$ cat src/sv/rtcam_pkg.sv
// Shared types and constants for the RTC alarm matcher and ringer.
package rtcam_pkg;

    // Field widths of one transaction
    localparam int unsigned NOW_W     = 32;
    localparam int unsigned HOUR_W    = 5;
    localparam int unsigned MINUTE_W  = 6;
    localparam int unsigned DAY_W     = 5;
    localparam int unsigned MONTH_W   = 4;
    localparam int unsigned WEEKDAY_W = 3;
    localparam int unsigned WMASK_W   = 7;
    localparam int unsigned FIRED_W   = 3;
    localparam int unsigned STEP_W    = 2;
    localparam int unsigned POS_W     = 16;

    // Configuration port
    localparam int unsigned SETUP_W        = 29;
    localparam int unsigned CFG_INDEX_W    = 2;
    localparam int unsigned NUM_SETUP_REGS = 3;

    // Command queue between front and back
    localparam int unsigned QUEUE_DEPTH = 2;
    localparam int unsigned QPTR_W      = $clog2(QUEUE_DEPTH);
    localparam int unsigned QCNT_W      = $clog2(QUEUE_DEPTH + 1);

    // Timing constants in milliseconds
    localparam logic [NOW_W-1:0] RATE_MS       = 32'd1000;
    localparam logic [NOW_W-1:0] RING_LIMIT_MS = 32'd60000;
    localparam logic [POS_W-1:0] CYCLE_MS      = 16'd2000;
    localparam logic [POS_W-1:0] STEP0_END_MS  = 16'd250;
    localparam logic [POS_W-1:0] STEP1_END_MS  = 16'd500;
    localparam logic [POS_W-1:0] STEP2_END_MS  = 16'd750;
    // Conditional subtracts needed to fold an elapsed time up to the limit into one cycle
    localparam int unsigned      FOLD_STEPS    = 5;

    // Clock validity limits
    localparam logic [HOUR_W-1:0]    HOUR_MAX     = 5'd23;
    localparam logic [MINUTE_W-1:0]  MINUTE_MAX   = 6'd59;

    // Tone step codes
    localparam logic [STEP_W-1:0] STEP_LOW  = 2'd0;
    localparam logic [STEP_W-1:0] STEP_MID  = 2'd1;
    localparam logic [STEP_W-1:0] STEP_HIGH = 2'd2;
    localparam logic [STEP_W-1:0] NO_STEP   = 2'd3;

    // Action codes
    localparam logic ACTION_TICK    = 1'b0;
    localparam logic ACTION_DISMISS = 1'b1;

    // Alarm setup register layout
    typedef struct packed {
        logic [MONTH_W-1:0]  month;
        logic [DAY_W-1:0]    day;
        logic                use_date;
        logic [WMASK_W-1:0]  wmask;
        logic                enable;
        logic [MINUTE_W-1:0] minute;
        logic [HOUR_W-1:0]   hour;
    } setup_t;

    localparam logic [SETUP_W-1:0] SETUP_DEFAULT_0     = 29'd35123207;
    localparam logic [SETUP_W-1:0] SETUP_DEFAULT_1     = 29'd35123212;
    localparam logic [SETUP_W-1:0] SETUP_DEFAULT_2     = 29'd35123218;
    localparam logic [SETUP_W-1:0] SETUP_DEFAULT_EXTRA = 29'd35123200;

    // Input transaction
    typedef struct packed {
        logic                 action;
        logic [NOW_W-1:0]     now_ms;
        logic [HOUR_W-1:0]    clock_hour;
        logic [MINUTE_W-1:0]  clock_minute;
        logic [DAY_W-1:0]     clock_day;
        logic [MONTH_W-1:0]   clock_month;
        logic [WEEKDAY_W-1:0] weekday;
    } item_t;

    // Result transaction
    typedef struct packed {
        logic               check_done;
        logic [FIRED_W-1:0] fired_mask;
        logic               ringing_now;
        logic               tone_start;
        logic [STEP_W-1:0]  tone_step;
        logic               speaker_stop;
    } result_t;

    // Classification of one transaction
    typedef enum logic [1:0] {
        CMD_IDLE,
        CMD_CHECK,
        CMD_DISMISS
    } cmd_kind_t;

    // Command handed from the front to the ringer
    typedef struct packed {
        cmd_kind_t          kind;
        logic [FIRED_W-1:0] fired_mask;
        logic               fire_any;
        logic               over_limit;
        logic [STEP_W-1:0]  step;
    } cmd_t;

    // Queue status seen by the top level and the back
    typedef struct packed {
        logic valid;
        logic full;
    } q_status_t;

    // Reset value of an alarm setup
    function automatic setup_t setup_default(input int unsigned idx);
        setup_t s;
        case (idx)
            0:       s = setup_t'(SETUP_DEFAULT_0);
            1:       s = setup_t'(SETUP_DEFAULT_1);
            2:       s = setup_t'(SETUP_DEFAULT_2);
            default: s = setup_t'(SETUP_DEFAULT_EXTRA);
        endcase
        return s;
    endfunction

endpackage

$ cat src/sv/rtc_alarm_matcher_ringer.sv
// Top level of the RTC alarm matcher and ringer.
// Accepts one tick or dismiss transaction per clock cycle while item_ready is high, and
// returns exactly one result for each, in order. The front classifies the transaction and
// matches all alarm setups in the accepting cycle, a two-entry command queue registers it,
// and the ringer pops it, updates its state and loads the result register. The front (rate
// gate, parallel alarm compare and a five-step fold of the ring time into the CYCLE_MS
// tone period) is combinational. Back-pressure on the result side fills the queue and then
// drops item_ready. Alarm setups are written through cfg_we, cfg_index and cfg_data;
// indices beyond the last setup are ignored.
module rtc_alarm_matcher_ringer #(
    parameter int unsigned NUM_ALARMS = 3
) (
    input  logic                              clk,
    input  logic                              rst_n,
    input  logic                              item_valid,
    output logic                              item_ready,
    input  rtcam_pkg::item_t                  item,
    output logic                              result_valid,
    input  logic                              result_ready,
    output rtcam_pkg::result_t                result,
    input  logic                              cfg_we,
    input  logic [rtcam_pkg::CFG_INDEX_W-1:0] cfg_index,
    input  logic [rtcam_pkg::SETUP_W-1:0]     cfg_data
);
    import rtcam_pkg::*;

    logic      push;
    logic      pop;
    cmd_t      front_cmd;
    cmd_t      head_cmd;
    q_status_t q_stat;

    // Accept a transaction whenever the queue has room
    assign item_ready = !q_stat.full;
    assign push       = item_valid && item_ready;

    rtcam_front #(
        .NUM_ALARMS(NUM_ALARMS)
    ) u_front (
        .clk       (clk),
        .rst_n     (rst_n),
        .push      (push),
        .item      (item),
        .cfg_we    (cfg_we),
        .cfg_index (cfg_index),
        .cfg_data  (cfg_data),
        .cmd       (front_cmd)
    );

    rtcam_queue u_queue (
        .clk      (clk),
        .rst_n    (rst_n),
        .push     (push),
        .push_cmd (front_cmd),
        .pop      (pop),
        .head     (head_cmd),
        .status   (q_stat)
    );

    rtcam_back u_back (
        .clk          (clk),
        .rst_n        (rst_n),
        .q_valid      (q_stat.valid),
        .cmd          (head_cmd),
        .pop          (pop),
        .result_valid (result_valid),
        .result_ready (result_ready),
        .result       (result)
    );

`ifndef SYNTHESIS
    // A full queue always has a command to offer
    assert property (@(posedge clk) disable iff (!rst_n)
        q_stat.full |-> q_stat.valid)
        else $error("queue full without a valid head");

    // A stop never leaves the ringer ringing
    assert property (@(posedge clk) disable iff (!rst_n)
        result_valid |-> !(result.speaker_stop && result.ringing_now))
        else $error("speaker stop while still ringing");

    // A tone only starts while ringing, with a real step
    assert property (@(posedge clk) disable iff (!rst_n)
        (result_valid && result.tone_start) |->
            (result.ringing_now && (result.tone_step != NO_STEP)))
        else $error("tone start outside ringing or with no step");

    // A fired alarm comes from a checked tick and leaves the ringer ringing
    assert property (@(posedge clk) disable iff (!rst_n)
        (result_valid && (result.fired_mask != '0)) |->
            (result.check_done && result.ringing_now))
        else $error("alarm fired without a check or without ringing");

    // A popped command is loaded into the result register
    assert property (@(posedge clk) disable iff (!rst_n)
        pop |=> result_valid)
        else $error("popped command did not reach the result register");
`endif

endmodule

$ cat src/sv/rtcam_front.sv
// Front end: tick rate gate, alarm matching and ring timing classification.
module rtcam_front #(
    parameter int unsigned NUM_ALARMS = 3
) (
    input  logic                             clk,
    input  logic                             rst_n,
    input  logic                             push,
    input  rtcam_pkg::item_t                 item,
    input  logic                             cfg_we,
    input  logic [rtcam_pkg::CFG_INDEX_W-1:0] cfg_index,
    input  logic [rtcam_pkg::SETUP_W-1:0]    cfg_data,
    output rtcam_pkg::cmd_t                  cmd
);
    import rtcam_pkg::*;

    setup_t                setup_reg [NUM_ALARMS];
    logic [NUM_ALARMS-1:0] marks_reg;
    logic [NUM_ALARMS-1:0] marks_next;
    logic [NOW_W-1:0]      last_check_reg;
    logic [NOW_W-1:0]      ring_start_reg;

    logic [NUM_ALARMS-1:0] fire;
    logic [NUM_ALARMS+FIRED_W-1:0] fire_ext;
    logic                  fire_any;
    logic [NOW_W-1:0]      since_check;
    logic                  tick_ok;
    logic                  time_ok;
    logic                  check;
    logic [NOW_W-1:0]      elapsed;
    logic                  over_limit;
    logic [POS_W-1:0]      pos;
    logic [STEP_W-1:0]     step;

    // Gate ticks on rate and clock validity
    always_comb
    begin
        since_check = item.now_ms - last_check_reg;
        tick_ok     = (item.action == ACTION_TICK) && (since_check >= RATE_MS);
        time_ok     = (item.clock_hour <= HOUR_MAX) && (item.clock_minute <= MINUTE_MAX);
        check       = tick_ok && time_ok;
    end

    // Match every alarm in parallel against the clock
    always_comb
    begin
        logic                 match;
        logic [WMASK_W:0]     wmask_ext;
        logic                 day_ok;
        logic                 date_ok;
        for (int i = 0; i < NUM_ALARMS; i++)
        begin
            match     = (setup_reg[i].hour == item.clock_hour) &&
                        (setup_reg[i].minute == item.clock_minute);
            wmask_ext = {1'b0, setup_reg[i].wmask};
            day_ok    = wmask_ext[item.weekday];
            date_ok   = !setup_reg[i].use_date ||
                        ((setup_reg[i].day == item.clock_day) &&
                         (setup_reg[i].month == item.clock_month));
            marks_next[i] = marks_reg[i] && match && setup_reg[i].enable;
            fire[i]       = setup_reg[i].enable && day_ok && date_ok && match && !marks_reg[i];
            if (fire[i])
            begin
                marks_next[i] = 1'b1;
            end
        end
        fire_ext = {{FIRED_W{1'b0}}, fire & {NUM_ALARMS{check}}};
        fire_any = check && (|fire);
    end

    // Work out ring time and the tone step within the CYCLE_MS tone period
    always_comb
    begin
        elapsed    = fire_any ? '0 : (item.now_ms - ring_start_reg);
        over_limit = elapsed > RING_LIMIT_MS;
        pos        = elapsed[POS_W-1:0];
        for (int k = FOLD_STEPS - 1; k >= 0; k--)
        begin
            if (pos >= (CYCLE_MS << k))
            begin
                pos = pos - (CYCLE_MS << k);
            end
        end
        if (pos < STEP0_END_MS)
        begin
            step = STEP_LOW;
        end
        else if (pos < STEP1_END_MS)
        begin
            step = STEP_MID;
        end
        else if (pos < STEP2_END_MS)
        begin
            step = STEP_HIGH;
        end
        else
        begin
            step = NO_STEP;
        end
    end

    // Build the command for the ringer
    always_comb
    begin
        if (item.action == ACTION_DISMISS)
        begin
            cmd.kind = CMD_DISMISS;
        end
        else if (check)
        begin
            cmd.kind = CMD_CHECK;
        end
        else
        begin
            cmd.kind = CMD_IDLE;
        end
        cmd.fired_mask = fire_ext[FIRED_W-1:0];
        cmd.fire_any   = fire_any;
        cmd.over_limit = over_limit;
        cmd.step       = step;
    end

    // Hold the alarm setups; take configuration writes
    always_ff @(posedge clk or negedge rst_n)
    begin
        if (!rst_n)
        begin
            for (int i = 0; i < NUM_ALARMS; i++)
            begin
                setup_reg[i] <= setup_default(i);
            end
        end
        else
        begin
            for (int i = 0; i < NUM_ALARMS; i++)
            begin
                if (cfg_we && (i < NUM_SETUP_REGS) && (cfg_index == CFG_INDEX_W'(i)))
                begin
                    setup_reg[i] <= setup_t'(cfg_data);
                end
            end
        end
    end

    // Advance tick time, fired marks and ring start on each accepted transaction
    always_ff @(posedge clk or negedge rst_n)
    begin
        if (!rst_n)
        begin
            last_check_reg <= '0;
            ring_start_reg <= '0;
            marks_reg      <= '0;
        end
        else if (push)
        begin
            if (tick_ok)
            begin
                last_check_reg <= item.now_ms;
            end
            if (check)
            begin
                marks_reg <= marks_next;
            end
            if (fire_any)
            begin
                ring_start_reg <= item.now_ms;
            end
        end
    end

endmodule

$ cat src/sv/rtcam_queue.sv
// Short command queue between the classifying front and the ringer.
module rtcam_queue (
    input  logic                 clk,
    input  logic                 rst_n,
    input  logic                 push,
    input  rtcam_pkg::cmd_t      push_cmd,
    input  logic                 pop,
    output rtcam_pkg::cmd_t      head,
    output rtcam_pkg::q_status_t status
);
    import rtcam_pkg::*;

    cmd_t              entry_reg [QUEUE_DEPTH];
    logic [QPTR_W-1:0] wr_ptr_reg;
    logic [QPTR_W-1:0] rd_ptr_reg;
    logic [QCNT_W-1:0] count_reg;

    // Present the oldest entry and the fill status
    always_comb
    begin
        head         = entry_reg[rd_ptr_reg];
        status.valid = count_reg != '0;
        status.full  = count_reg == QCNT_W'(QUEUE_DEPTH);
    end

    // Store pushed commands
    always_ff @(posedge clk)
    begin
        if (push)
        begin
            entry_reg[wr_ptr_reg] <= push_cmd;
        end
    end

    // Advance pointers and fill count
    always_ff @(posedge clk or negedge rst_n)
    begin
        if (!rst_n)
        begin
            wr_ptr_reg <= '0;
            rd_ptr_reg <= '0;
            count_reg  <= '0;
        end
        else
        begin
            if (push)
            begin
                wr_ptr_reg <= wr_ptr_reg + 1'b1;
            end
            if (pop)
            begin
                rd_ptr_reg <= rd_ptr_reg + 1'b1;
            end
            if (push && !pop)
            begin
                count_reg <= count_reg + 1'b1;
            end
            else if (pop && !push)
            begin
                count_reg <= count_reg - 1'b1;
            end
        end
    end

endmodule

$ cat src/sv/rtcam_back.sv
// Ringer: ringing state, tone steps, dismissals and the result register.
module rtcam_back (
    input  logic              clk,
    input  logic              rst_n,
    input  logic              q_valid,
    input  rtcam_pkg::cmd_t   cmd,
    output logic              pop,
    output logic              result_valid,
    input  logic              result_ready,
    output rtcam_pkg::result_t result
);
    import rtcam_pkg::*;

    logic              ringing_reg;
    logic              ringing_next;
    logic [STEP_W-1:0] last_step_reg;
    logic [STEP_W-1:0] last_step_next;
    logic              out_valid_reg;
    result_t           out_reg;
    result_t           res;

    // Take the next command whenever the result register is free or drains
    assign pop = q_valid && (!out_valid_reg || result_ready);

    // Carry out one command
    always_comb
    begin
        ringing_next   = ringing_reg;
        last_step_next = last_step_reg;
        res            = '0;
        case (cmd.kind)
            CMD_DISMISS:
            begin
                ringing_next     = 1'b0;
                last_step_next   = NO_STEP;
                res.speaker_stop = 1'b1;
            end
            CMD_CHECK:
            begin
                res.check_done = 1'b1;
                res.fired_mask = cmd.fired_mask;
                if (cmd.fire_any)
                begin
                    ringing_next = 1'b1;
                end
                if (ringing_next)
                begin
                    if (cmd.over_limit)
                    begin
                        ringing_next     = 1'b0;
                        last_step_next   = NO_STEP;
                        res.speaker_stop = 1'b1;
                    end
                    else if (cmd.step == NO_STEP)
                    begin
                        last_step_next = NO_STEP;
                    end
                    else if (cmd.step != last_step_reg)
                    begin
                        last_step_next = cmd.step;
                        res.tone_start = 1'b1;
                        res.tone_step  = cmd.step;
                    end
                end
            end
            CMD_IDLE:
            begin
                res.check_done = 1'b0;
            end
            default:
            begin
                res.check_done = 1'b0;
            end
        endcase
        res.ringing_now = ringing_next;
    end

    // Update ringer state
    always_ff @(posedge clk or negedge rst_n)
    begin
        if (!rst_n)
        begin
            ringing_reg   <= 1'b0;
            last_step_reg <= NO_STEP;
            out_valid_reg <= 1'b0;
        end
        else
        begin
            if (pop)
            begin
                ringing_reg   <= ringing_next;
                last_step_reg <= last_step_next;
                out_valid_reg <= 1'b1;
            end
            else if (result_ready)
            begin
                out_valid_reg <= 1'b0;
            end
        end
    end

    // Hold the result until taken
    always_ff @(posedge clk)
    begin
        if (pop)
        begin
            out_reg <= res;
        end
    end

    assign result_valid = out_valid_reg;
    assign result       = out_reg;

endmodule
$ cat config.mk
export PLATFORM = sky130hd
export DESIGN_NAME = rtc_alarm_matcher_ringer
export DESIGN_NICKNAME = d
export VERILOG_FILES = /design/src/sv/rtcam_pkg.sv /design/src/sv/rtc_alarm_matcher_ringer.sv /design/src/sv/rtcam_front.sv /design/src/sv/rtcam_queue.sv /design/src/sv/rtcam_back.sv
export SDC_FILE = /design/constraint.sdc
export NUM_CORES = 1
export LEC_CHECK = 0
export ABC_AREA = 0
export BUFFER_PORTS_ARGS = -buffer_cell sky130_fd_sc_hd__buf_2
export CAP_MARGIN = 10
export CORE_MARGIN = 2
export CORE_UTILIZATION = 45
export CTS_CLUSTER_DIAMETER = 200
export DETAILED_ROUTE_END_ITERATION = 10
export HOLD_SLACK_MARGIN = 0.08
export PLACE_DENSITY_LB_ADDON = 0.05
export SKIP_CTS_REPAIR_TIMING = 1
export SYNTH_ARGS = -nofsm -noshare
export SYNTH_HDL_FRONTEND = slang
export SYNTH_HIERARCHICAL = 1
export SYNTH_SLANG_ARGS = --single-unit
$ cat constraint.sdc
create_clock -name clk -period 13.6 [get_ports clk]
set_input_delay 1.36 -clock clk [delete_from_list [all_inputs] [get_ports clk]]
set_output_delay 1.36 -clock clk [all_outputs]
set_load 0.02 [all_outputs]
==> Yosys cells after proc, flatten, opt, wreduce, memory -nomap -nowiden <==
Memory sizes are Yosys's and may differ from the RTL's.
Cells that the tools add are included.
{ "totals": {"register_bits": 171, "latchBits": 0, "ramBits": 18, "rom_bits": 0, "input_bits": 92, "n_memories": 1} }
{ "op_classes": {"add_sub_neg": 11, "multipliers": 0, "div": 0, "n_lt_le_gt_ge": 13, "eq_ne": 21, "shifts": 0, "muxes": 41, "n_bitwise": 5, "n_reduce_logical": 61} }
{ "memory_table": {"columns": ["name", "words", "width", "read_ports", "rd_ports_with_merged_regs", "write_ports", "line", "source"], "rows": [
  ["u_queue.entry_reg", 2, 9, 1, 0, 1, "rtcam_queue.sv:13", "cmd_t entry_reg [QUEUE_DEPTH];"]
]} }
{ "ops": {"columns": ["op", "n"], "rows": [
  ["$mux W16", 5],
  ["$sub A32 B32 Y32", 2],
  ["$logic_and A1 B1 Y1", 35],
  ["$ge A32 B10 Y1 const B", 1],
  ["$gt A32 B16 Y1 const B", 1],
  ["$mux W32", 1],
  ["$eq A5 B5 Y1", 6],
  ["$mux W1", 19],
  ["$eq A6 B6 Y1", 3],
  ["$mux W2", 9],
  ["$ge A16 B11 Y1 const B", 1],
  ["$ge A16 B12 Y1 const B", 1],
  ["$ge A16 B13 Y1 const B", 1],
  ["$ge A16 B14 Y1 const B", 1],
  ["$ge A16 B15 Y1 const B", 1],
  ["$lt A16 B10 Y1 const B", 1],
  ["$lt A16 B8 Y1 const B", 1],
  ["$lt A16 B9 Y1 const B", 1],
  ["$sub A16 B11 Y16 const B", 1],
  ["$sub A16 B12 Y16 const B", 1],
  ["$sub A16 B13 Y16 const B", 1],
  ["$sub A16 B14 Y16 const B", 1],
  ["$sub A16 B15 Y16 const B", 1],
  ["$eq A4 B4 Y1", 3],
  ["26 further kinds", 54]
]} }

==> Longest topological paths before layout <==
{ "depth": {"ltp_word": 23, "mapped_depth": 41} }

==> Cells and area by module <==
The synthesis kept the hierarchy.
{ "modules_own_cells": {"columns": ["module", "n_inst", "cells_each", "area_each_um2"], "rows": [
  ["rtcam_front", 1, 1415, 12705.9],
  ["rtcam_queue", 1, 44, 844.6],
  ["rtcam_back", 1, 54, 625.6],
  ["rtc_alarm_matcher_ringer", 1, 2, 10.0]
]} }

==> Least setup slack after synthesis <==
No wires, ideal clock.
{ "synth_timing": {"path_type": "input to register", "start": "in item[29] (netlist bit)", "end": "mem u_queue/entry_reg[0][0] (netlist bit), data pin", "t_arrival_ps": 9399, "required_time_ps": 13317, "path_slack_ps": 3918, "cell_stages": 36, "n_path_buf": 3, "cell_sequence": "ha_1 clkbuf_1 a21oi_1 o21a_1 nand4b_1 a2111oi_0 nor2_1 xor2_1 or3_1 nor4_1 a41oi_1 nand3_1 clkbuf_1 clkbuf_1 nand2_1 ha_1 or3_1 or2_2 mux2i_1 nand3_1 o311a_1 a211oi_1 a31oi_4 mux2i_1 mux2_4 a21oi_4 nand2_1 o21ai_0 ha_1 o21ai_0 o31ai_2 a31oi_4 o22ai_1 xor2_1 o41ai_1 nand4_1"} }
{ "synth_lines": {"columns": ["element", "line", "source"], "rows": [
  ["start, declared", "rtc_alarm_matcher_ringer.sv:17", "input rtcam_pkg::item_t item,"],
  ["end, declared", "rtcam_queue.sv:13", null]
]} }

==> impl_metrics.json <==
{
  "status": "finished, final reports clean",
  "cp.required_ns": 13.76,
  "hold_viol_final": 0,
  "layout.nets": 1753,
  "wl_per_cell_um": 17.9,
  "slew_headroom": 0.324,
  "slowest_delay_ns": 0.86,
  "tns_ns": 0,
  "setup_viol": 0,
  "path_class": "in2reg",
  "synth_warnings": 6,
  "ant_nets": 0,
  "synth.area.top_cells": "dfrtp_1 22%, mux2_2 10%, dfstp_2 6.7%",
  "die_h_um": 182,
  "dp_hpwl_um": 27400,
  "power_density_mw_per_mm2": 157,
  "num_vias": 11500,
  "syn_to_final_growth_pct": 10.4,
  "largest_reg_flops": 87,
  "cts_tree": "done",
  "yosysTopAreaCellShare": 0.222,
  "htreeDepth": 4,
  "root_buffer": "clkbuf_16",
  "grt_start_max_net_pins": 64,
  "ys_seq_elements": 189,
  "antenna_found_initial": 3,
  "period_minus_slack_ns": 10.79,
  "p_leak_nw": 6.48,
  "worst_setup_path_end_kind": "register",
  "worstSetupStartpointType": "primary input",
  "maxCapViolations": 0,
  "drt_first_pass_iters": 5,
  "hold_path.class": "reg2reg",
  "finalCritPeriodShare": 0.793,
  "dieArea_mm2": 0.0330,
  "gp_congestion": 0.914,
  "synth_edf_count": 27,
  "worst_ep_arrival_time_ns": 10.94,
  "drive_gt1_frac": 0.224,
  "numCtsBuffers": 17,
  "die_w_um": 182,
  "clk_pin_slew_ns": 0.07,
  "io_buffers": 102,
  "boundaryPins": 103,
  "path_max_fanout": 20,
  "yosysTopAreaCell": "dfrtp_1",
  "seqCellArea_mm2": 0.00491,
  "maxSlewViolCount": 0,
  "skew_ns": 0.0138,
  "worst_skew_pair.late_latency_ns": 0.45,
  "viasPerCell": 5.76,
  "rsz0062_at_grt": "no",
  "synth_cells": 1515,
  "irDropWorstVdd_v": 0.000101,
  "drt-total-wl_um": 35900,
  "worst_slew_pin_slew_ns": 1.01,
  "synth_cell_types": 102,
  "cts_sinks": 189,
  "grt_pass1_wl_um": 59700,
  "fmax_mhz": 92.7,
  "multi_input_area_mm2": 0.00866,
  "first_global_vias": 11300,
  "start_util": 0.453,
  "ys.flop_type": "dfrtp_1",
  "placed_cells": 1972,
  "cp_slowest_cell": "a2111oi_0",
  "fillers": 2911,
  "r2r_slack_ns": 3.50,
  "grt_overflow": 0,
  "fp-row-count": 65,
  "synth.avg_cell_area_um2": 9.36,
  "drtIter0Drc": 709,
  "core-area_mm2": 0.0313,
  "fin_cells": 2005,
  "clk_path_buf_depth": 2,
  "grt_usage": 0.226,
  "route.detailed.drc": 0,
  "ys_async_sr_fraction": 0.857,
  "syn-num-nets": 1679,
  "synth_area_mm2": 0.0142,
  "yosysSeqAreaShare": 0.346
}
[worst max-delay path: cells and delay by family]
kind | cells | cell delay [ns]
buffers and inverters | 2 | 0.22
xor gates and xnor gates | 2 | 0.33
and+or+nand+nor | 14 | 3.84
AOI/OAI and AO/OA | 13 | 3.66
muxes | 1 | 0.60
adders and majority gates | 3 | 0.94
[synthesized netlist by cell type, types with 15 or more instances]
cell type	count
a211oi_1	17
a21o_1	26
a21oi_1	73
a31oi_1	16
and2_1	19
clkbuf_1	42
dfrtp_1	126
dfstp_2	36
edfxtp_1	27
ha_1	70
inv_1	106
mux2_2	131
mux2i_1	16
nand2_1	109
nand3_1	32
nand4_1	38
nor2_1	85
nor2b_1	15
nor3_1	32
o211ai_1	17
o21a_1	16
o21ai_0	99
xnor2_1	83
xor2_1	27
[area by class of cell]
cell class | count | area share
Multi-Input combinational cell | 1165 | 0.553
Sequential cell | 189 | 0.313
Timing Repair Buffer | 110 | 0.0368
Tap cell | 402 | 0.0321
Clock buffer | 17 | 0.0272
Inverter | 106 | 0.0254
Clock inverter | 15 | 0.0122
Antenna cell | 1 | 0.000160
[final timing paths]
| check | cells after the start | start | to |
|---|---|---|---|
| worst max-delay path | 35 | item[29] | u_queue/entry_reg[1][0] |
| min in group asynchronous | 1 | rst_n | u_front/ring_start_reg[2] |
| worst max register to register | 35 | u_front/last_check_reg[8] | u_queue/entry_reg[1][0] |
| worst min-delay path | 1 | u_queue/count_reg[1] | u_queue/count_reg[1] |
| worst min register to register | 1 | u_queue/count_reg[1] | u_queue/count_reg[1] |
| max in group asynchronous | 3 | rst_n | u_front/setup_reg[65] |
[layer usage]
layer | wire length [um] | global-route usage | vias to the layer above
met2 | 16400 | 0.358 | 201
li1 | - | - | 5720
met3 | 1320 | 0.0391 | 29
met1 | 17800 | 0.322 | 5595
met5 | 24 | 0 | -
met4 | 369 | 0.0504 | 4
[power by group]
group | leakage [nW] | internal, W | switching, W
logic | 3.97 | 0.000469 | 0.000683
registers | 2.21 | 0.000724 | 0.0000621
clock network | 0.296 | 0.000266 | 0.000254
[cells in the final DEF (no fill, tap or decap), types with 18 or more instances in the layout]
cell and n:
xor2_1 27, o21ai_0 99, and2_1 18, edfxtp_1 27
xnor2_1 83, buf_2 101, mux2_2 131, inv_1 106
nor2_1 85, nand3_1 31, a21oi_1 73, nand4_1 38
ha_1 70, nor3_1 32, a21o_1 26, nand2_1 109
dfrtp_1 126, dfstp_2 36
[cells by family after synthesis]
logic type	synth area share
compound gates	0.190
mux	0.122
xor+xnor	0.0702
buf+inv	0.0443
simple gates	0.162
flops	0.346
fa+ha+maj	0.0653
[per-stage QoR]
| step | worst slack (ns) | power (W) | instance area (um2) | hold slack (ns) | util |
|---|---|---|---|---|---|
| floorplan | 3.92 | 0.00166 | 14200 | 0.449 | - |
| global placement | 2.58 | 0.00193 | 15000 | 0.472 | 0.481 |
| detailed placement | 2.39 | 0.00193 | 15000 | 0.474 | 0.481 |
| CTS | 2.87 | 0.00247 | 15700 | 0.484 | 0.500 |
| global route | 1.76 | 0.00265 | 15700 | 0.513 | 0.500 |
| finish | 2.81 | 0.00246 | 15700 | 0.486 | 0.500 |
(Power assumes the default switching activity.)
